<file path="src/rtl/sbfs_pkg.sv">
`default_nettype none

package sbfs_pkg;

    localparam int STUFF_INTERVAL = 4;
    localparam int POS_W          = $clog2(STUFF_INTERVAL);

    localparam int PAYLOAD_W = 32;
    localparam int CHAR_W    = 8;
    localparam int SHIFT_W   = PAYLOAD_W + 2;
    localparam int CNT_W     = $clog2(SHIFT_W + 1);

    localparam int S_TDATA_W = ((2 + PAYLOAD_W + 7) / 8) * 8;
    localparam int M_TDATA_W = 8;

    localparam int CONNECT_BITS = 6;
    localparam int CHAR_BITS    = CHAR_W + 2;
    localparam int INT_BITS     = PAYLOAD_W + 2;
    localparam int CLEAR_BITS   = 2;

    typedef enum logic [1:0] {
        OP_CONNECT = 2'd0,
        OP_CHAR    = 2'd1,
        OP_INT     = 2'd2,
        OP_CLEAR   = 2'd3
    } op_t;

    typedef struct packed {
        logic load;
        logic step;
    } sbfs_cmd_t;

    typedef struct packed {
        logic slot_free;
        logic final_bit;
    } sbfs_status_t;

endpackage

`default_nettype wire

</file>
<file path="src/rtl/stuffed_bit_frame_serializer_unit.sv">
`default_nettype none

// Channel   Direction  Ports                                 Content
// input     slave      s_tvalid, s_tready, s_tdata           one command per transfer
// result    master     m_tvalid, m_tready, m_tdata, m_tlast  one line bit per transfer
//
// A command is taken, then one line bit is produced per cycle while the
// result register is free: 6 bits for connect, 2 to 3 for clear, up to 13 for char and
// up to 43 for int, set by the single bit shifter that feeds the result register.
// A stalled result channel holds the bit shifter; a new command is taken only after the
// last bit of the previous one is in the result register. Reset clears the bit position.

module stuffed_bit_frame_serializer_unit
    import sbfs_pkg::*;
(
    input  wire logic                 aclk,
    input  wire logic                 aresetn,
    input  wire logic                 s_tvalid,
    output logic                      s_tready,
    input  wire logic [S_TDATA_W-1:0] s_tdata,   // op[1:0], payload[33:2], zero fill
    output logic                      m_tvalid,
    input  wire logic                 m_tready,
    output logic [M_TDATA_W-1:0]      m_tdata,   // line_bit[0], stuffed[1], zero fill
    output logic                      m_tlast
);

    sbfs_cmd_t    cmd;
    sbfs_status_t status;
    logic         line_bit, stuffed;

    sbfs_ctrl u_ctrl (
        .aclk     (aclk),
        .aresetn  (aresetn),
        .s_tvalid (s_tvalid),
        .s_tready (s_tready),
        .status   (status),
        .cmd      (cmd)
    );

    sbfs_dp u_dp (
        .aclk     (aclk),
        .aresetn  (aresetn),
        .op       (s_tdata[1:0]),
        .payload  (s_tdata[PAYLOAD_W+1:2]),
        .cmd      (cmd),
        .status   (status),
        .m_tvalid (m_tvalid),
        .m_tready (m_tready),
        .line_bit (line_bit),
        .stuffed  (stuffed),
        .last     (m_tlast)
    );

    assign m_tdata = {{(M_TDATA_W-2){1'b0}}, stuffed, line_bit};

endmodule

`default_nettype wire

</file>
<file path="src/rtl/sbfs_ctrl.sv">
`default_nettype none

module sbfs_ctrl
    import sbfs_pkg::*;
(
    input  wire logic         aclk,
    input  wire logic         aresetn,
    input  wire logic         s_tvalid,
    output logic              s_tready,
    input  wire sbfs_status_t status,
    output sbfs_cmd_t         cmd
);

    typedef enum logic [1:0] {
        ST_IDLE = 2'b01,
        ST_RUN  = 2'b10
    } state_t;

    state_t state_reg, state_next;

    always_comb begin
        state_next = state_reg;
        cmd.load   = 1'b0;
        cmd.step   = 1'b0;
        s_tready   = 1'b0;
        case (state_reg)
            ST_IDLE: begin
                s_tready = 1'b1;
                if (s_tvalid) begin
                    cmd.load   = 1'b1;
                    state_next = ST_RUN;
                end
            end
            ST_RUN: begin
                if (status.slot_free) begin
                    cmd.step = 1'b1;
                    if (status.final_bit) begin
                        state_next = ST_IDLE;
                    end
                end
            end
            default: begin
                state_next = ST_IDLE;
            end
        endcase
    end

    always_ff @(posedge aclk) begin
        if (!aresetn) begin
            state_reg <= ST_IDLE;
        end else begin
            state_reg <= state_next;
        end
    end

endmodule

`default_nettype wire

</file>
<file path="src/rtl/sbfs_dp.sv">
`default_nettype none

module sbfs_dp
    import sbfs_pkg::*;
(
    input  wire logic                 aclk,
    input  wire logic                 aresetn,
    input  wire logic [1:0]           op,
    input  wire logic [PAYLOAD_W-1:0] payload,
    input  wire sbfs_cmd_t            cmd,
    output sbfs_status_t              status,
    output logic                      m_tvalid,
    input  wire logic                 m_tready,
    output logic                      line_bit,
    output logic                      stuffed,
    output logic                      last
);

    logic [SHIFT_W-1:0] shift_reg, shift_next;
    logic [CNT_W-1:0]   remain_reg, remain_next;
    logic [POS_W-1:0]   pos_reg, pos_next;
    logic               counted_reg, counted_next;
    logic               stuff_pend_reg, stuff_pend_next;
    logic               m_valid_reg;
    logic               bit_reg, stuffed_reg, last_reg;
    logic               emit_bit, emit_stuffed, pos_wrap;

    assign pos_wrap = counted_reg && (pos_reg == POS_W'(STUFF_INTERVAL - 1));

    always_comb begin
        status.slot_free = !m_valid_reg || m_tready;
        if (stuff_pend_reg) begin
            status.final_bit = (remain_reg == '0);
        end else begin
            status.final_bit = (remain_reg == CNT_W'(1)) && !pos_wrap;
        end
    end

    always_comb begin
        shift_next      = shift_reg;
        remain_next     = remain_reg;
        pos_next        = pos_reg;
        counted_next    = counted_reg;
        stuff_pend_next = stuff_pend_reg;
        emit_bit        = shift_reg[SHIFT_W-1];
        emit_stuffed    = 1'b0;
        if (cmd.load) begin
            stuff_pend_next = 1'b0;
            counted_next    = 1'b1;
            case (op_t'(op))
                OP_CONNECT: begin
                    shift_next   = {1'b1, {(SHIFT_W-1){1'b0}}};
                    remain_next  = CNT_W'(CONNECT_BITS);
                    counted_next = 1'b0;
                    pos_next     = '0;
                end
                OP_CHAR: begin
                    shift_next  = {2'b10, payload[CHAR_W-1:0], {(PAYLOAD_W-CHAR_W){1'b0}}};
                    remain_next = CNT_W'(CHAR_BITS);
                end
                OP_INT: begin
                    shift_next  = {2'b01, payload};
                    remain_next = CNT_W'(INT_BITS);
                end
                OP_CLEAR: begin
                    shift_next  = '0;
                    remain_next = CNT_W'(CLEAR_BITS);
                end
                default: begin
                    shift_next  = '0;
                    remain_next = '0;
                end
            endcase
        end else if (cmd.step) begin
            if (stuff_pend_reg) begin
                emit_bit        = 1'b1;
                emit_stuffed    = 1'b1;
                stuff_pend_next = 1'b0;
                pos_next        = '0;
            end else begin
                shift_next  = {shift_reg[SHIFT_W-2:0], 1'b0};
                remain_next = remain_reg - CNT_W'(1);
                if (counted_reg) begin
                    if (pos_wrap) begin
                        stuff_pend_next = 1'b1;
                    end else begin
                        pos_next = pos_reg + POS_W'(1);
                    end
                end
            end
        end
    end

    always_ff @(posedge aclk) begin
        if (!aresetn) begin
            pos_reg        <= '0;
            stuff_pend_reg <= 1'b0;
            remain_reg     <= '0;
            counted_reg    <= 1'b0;
            m_valid_reg    <= 1'b0;
        end else begin
            pos_reg        <= pos_next;
            stuff_pend_reg <= stuff_pend_next;
            remain_reg     <= remain_next;
            counted_reg    <= counted_next;
            if (cmd.step) begin
                m_valid_reg <= 1'b1;
            end else if (m_tready) begin
                m_valid_reg <= 1'b0;
            end
        end
    end

    always_ff @(posedge aclk) begin
        shift_reg <= shift_next;
        if (cmd.step) begin
            bit_reg     <= emit_bit;
            stuffed_reg <= emit_stuffed;
            last_reg    <= status.final_bit;
        end
    end

    assign m_tvalid = m_valid_reg;
    assign line_bit = bit_reg;
    assign stuffed  = stuffed_reg;
    assign last     = last_reg;

endmodule

`default_nettype wire
</file>
<file path="config.mk">
export PLATFORM = sky130hd
export DESIGN_NAME = stuffed_bit_frame_serializer_unit
export DESIGN_NICKNAME = d
export VERILOG_FILES = /design/src/rtl/sbfs_pkg.sv /design/src/rtl/stuffed_bit_frame_serializer_unit.sv /design/src/rtl/sbfs_ctrl.sv /design/src/rtl/sbfs_dp.sv
export SDC_FILE = /design/constraint.sdc
export NUM_CORES = 1
export LEC_CHECK = 0
export ABC_AREA = 1
export BUFFER_PORTS_ARGS = -buffer_cell sky130_fd_sc_hd__buf_2
export CORE_ASPECT_RATIO = 0.8
export CORE_MARGIN = 2
export CORE_UTILIZATION = 45
export DETAILED_ROUTE_END_ITERATION = 10
export PLACE_DENSITY = 0.71
export SYNTH_ARGS = -nofsm -noshare
export SYNTH_HDL_FRONTEND = slang
export SYNTH_SLANG_ARGS = --single-unit
</file>
<file path="constraint.sdc">
create_clock -name aclk -period 7.23 [get_ports aclk]
set_clock_uncertainty 0.15 [all_clocks]
set_input_delay 1.0845 -clock aclk [delete_from_list [all_inputs] [get_ports aclk]]
set_output_delay 1.0845 -clock aclk [all_outputs]
set_load 0.05 [all_outputs]
</file>
==> impl_metrics.toml <==
[run]
max_cap_viol_count = 0

[timing]
fmax_ghz = 0.324
fin_ws_ns = 4.14
rsz0062_at_grt = "no"
fin_crit_sh = 0.427
post-route-min-period_ns = 3.09
setup_viol = 0
hold_violations = 0
setup-tns-final_ns = 0
drv_slew = 0
tightest_slew_ns = 1.01
slew_headroom = 0.326

[place]
dp_slack_ns = 3.82
finalWeightedCongestion = 0.791
hpwl_um = 3030
io_buffers = 42

[power_and_ir_drop]
p_int_uw = 484
switching_share = 0.253
p_sw_uw = 164
p_clk_frac = 0.296
pwr-share-seq = 0.545
power_density_nw_per_um2 = 243
power.leakage_nw = 1.19
pwr-share-comb = 0.159
vdd_drop_max_mv = 0.119

[global_routing]
grt_pass1_wl_um = 7140
grt_pass1_vias = 1505
gr-usage-all-layers = 0.159
grt-ovfl-total = 0
antenna_found_initial = 0
grt_max_degree = 46

[clock_tree]
clock-sinks = 50
clock_path_buffers = 2
clock_latency_ns = 0.30
cts.clk_slew.worst_paths_ns = 0.09
cts_tree = "yes"
htreeDepth = 2
clk_root_buffer_cell = "clkbuf_8"
postCtsHoldBufs = 0
post_cts_buffers = 0
ctsResizeCount = 0
cts_made_buffers = 5

[critical_path]
ff2ff_setup_slack_ns = 4.50
worst_ep_required_time_ns = 7.23
r2r-start = "u_ctrl.state_reg[0]$_SDFFE_PN1P_"
critPathKind = "in -> reg"
worst-path-max-fanout = 45
cp-start-kind = "primary input"
cp_slowest_cell = "nor3_4"
rr_endpoint = "u_dp.shift_reg[1]$_DFFE_PP_"
crit_chain = "buf_2 -> nand2_2 -> nor3_4 -> inv_2 -> o21ai_1"
rr_worst_depth = 6
crit_path_end_kind = "flip-flop"
slowest_delay_ns = 0.99
cp.arrival_ns = 3.08

[synthesis]
synth_top_family_by_area = "simple AND/OR/NAND/NOR gates"
yosys.area.top_type = "edfxtp_1"
synth-seq-cells = 50
yosys-top-cells-area = "edfxtp_1, dfxtp_1, nand2_1"
yosysWarnings = 0
async_reset_ff_frac = 0
synth.distinct_cells = 25
yosysTopAreaCellShare = 0.475
synth_fa_ha_area_frac = 0.0161
ys.flop_type = "edfxtp_1"
syn_area_per_cell_um2 = 9.78
synthSimpleGateAreaFrac = 0.167
synth_compound_area_frac = 0.134
seq_area_frac_synth = 0.587
synth-edff-count = 37
synth_mux_area_frac = 0
synth_xor_area_frac = 0.00375
syn_area_um2 = 2340
syn_inst = 239

[floorplanning]
die-area_um2 = 5790
initial_core_util = 0.467
ios = 55
coreArea_um2 = 5010
die_h_um = 68.5
die_w_um = 84.6
rows = 23

[routing]
wl_um = 4460
drtPass1Iterations = 4
wire_per_inst_um = 13.0
drt-initial-drc-count = 121
routed_via_density = 4.92
drcViolationCount = 0
via_count = 1684
postRouteAntennaNets = 0

[cells_and_area]
final_core_util = 0.532
syn_to_final_growth_pct = 14.0
drive_gt1_frac = 0.204
final_common_cell = "nand2_1"
antenna_cells = 0
largest_reg_flops = 34
nets = 326
layout_common_cells = "nand2_1, buf_2, edfxtp_1"
num-fill-cells = 473

[status]
status = "complete, no violations"

[worst_hold_path]
hold-path-cell-count = 2
hp-class = "reg -> reg"
min_to = "u_dp.counted_reg$_SDFFE_PN0P_"
hp-start = "u_dp.counted_reg$_SDFFE_PN0P_"
synthesized netlist by cell type (2+ instances only):
master and instances:
inv_2 2, nand3_1 10, o21ai_0 6, inv_1 27, a22o_1 16, buf_4 8
o21ai_1 8, dfxtp_1 13, ha_1 3, a21oi_1 7, nor2_1 18, nand2_1 60
buf_6 2, clkbuf_1 3, or2_2 2, o211ai_1 8, buf_2 2, edfxtp_1 37
how the worst max path moves through the flow:
| stage | to | cells after the start | startpoint | slack (ns) |
|---|---|---|---|---|
| final | u_dp.shift_reg[1]$_DFFE_PP_ | 5 | s_tvalid | 4.14 |
| after global routing | u_dp.shift_reg[6]$_DFFE_PP_ | 5 | s_tvalid | 3.87 |
| after CTS | u_dp.shift_reg[1]$_DFFE_PP_ | 5 | s_tvalid | 4.11 |
| after detailed placement | u_dp.shift_reg[1]$_DFFE_PP_ | 5 | s_tvalid | 3.82 |
| after global placement | u_dp.shift_reg[4]$_DFFE_PP_ | 5 | s_tvalid | 3.80 |
| after floorplan | u_dp.shift_reg[0]$_SDFFCE_PN0P_ | 4 | m_tready | 3.67 |
stage by stage:
stage | cell area (µm²) | hold WS [ns] | instances | power [mW]
floorplan | 2360 | 0.309 | 244 | 0.436
global placement | 2560 | 0.329 | 334 | 0.459
detailed placement | 2560 | 0.331 | 334 | 0.463
CTS | 2670 | 0.344 | 342 | 0.654
global route | 2670 | 0.389 | 342 | 0.676
finish | 2670 | 0.344 | 342 | 0.648
metal layers:
layer	GRT usage	routed length [µm]
met1	0.217	2160
met2	0.252	1990
met3	0.0422	270
met4	0.0476	38
met5	0	0
critical path, delay by kind of cell:
family,cells,cell delay (ns)
AO/OA/AOI/OAI,1,0.20
buffers and inverters,2,0.32
AND/OR/NAND/NOR,2,1.46
cell families (layout without fill, tap and decap cells):
logic type,count (synthesis),after routing
AO/OA/AOI/OAI,46,46
XOR/XNOR,1,1
adder cells (fa/ha/maj),3,3
buffers and inverters,44,80
flip-flops,50,50
other,1,6
AND/OR/NAND/NOR,94,94
power groups by stage:
stage	clock, mW	sequential [mW]	combinational (mW)
after floorplan	0	0.358	0.0780
after CTS	0.196	0.354	0.104
final	0.192	0.353	0.103
after global routing	0.204	0.356	0.116
after global placement	0	0.359	0.101
after detailed placement	0	0.360	0.103
area by class of cell:
cell class | instances | area, µm² | share of cell area
Tap cell | 62 | 77.6 | 0.0291
Clock buffer | 7 | 76.3 | 0.0286
Sequential cell | 50 | 1370 | 0.515
Multi-Input combinational cell | 150 | 783 | 0.294
Timing Repair Buffer | 43 | 218 | 0.0817
Clock inverter | 1 | 30.0 | 0.0113
Inverter | 29 | 109 | 0.0408
Note: power is estimated with default switching activity, not from simulation.
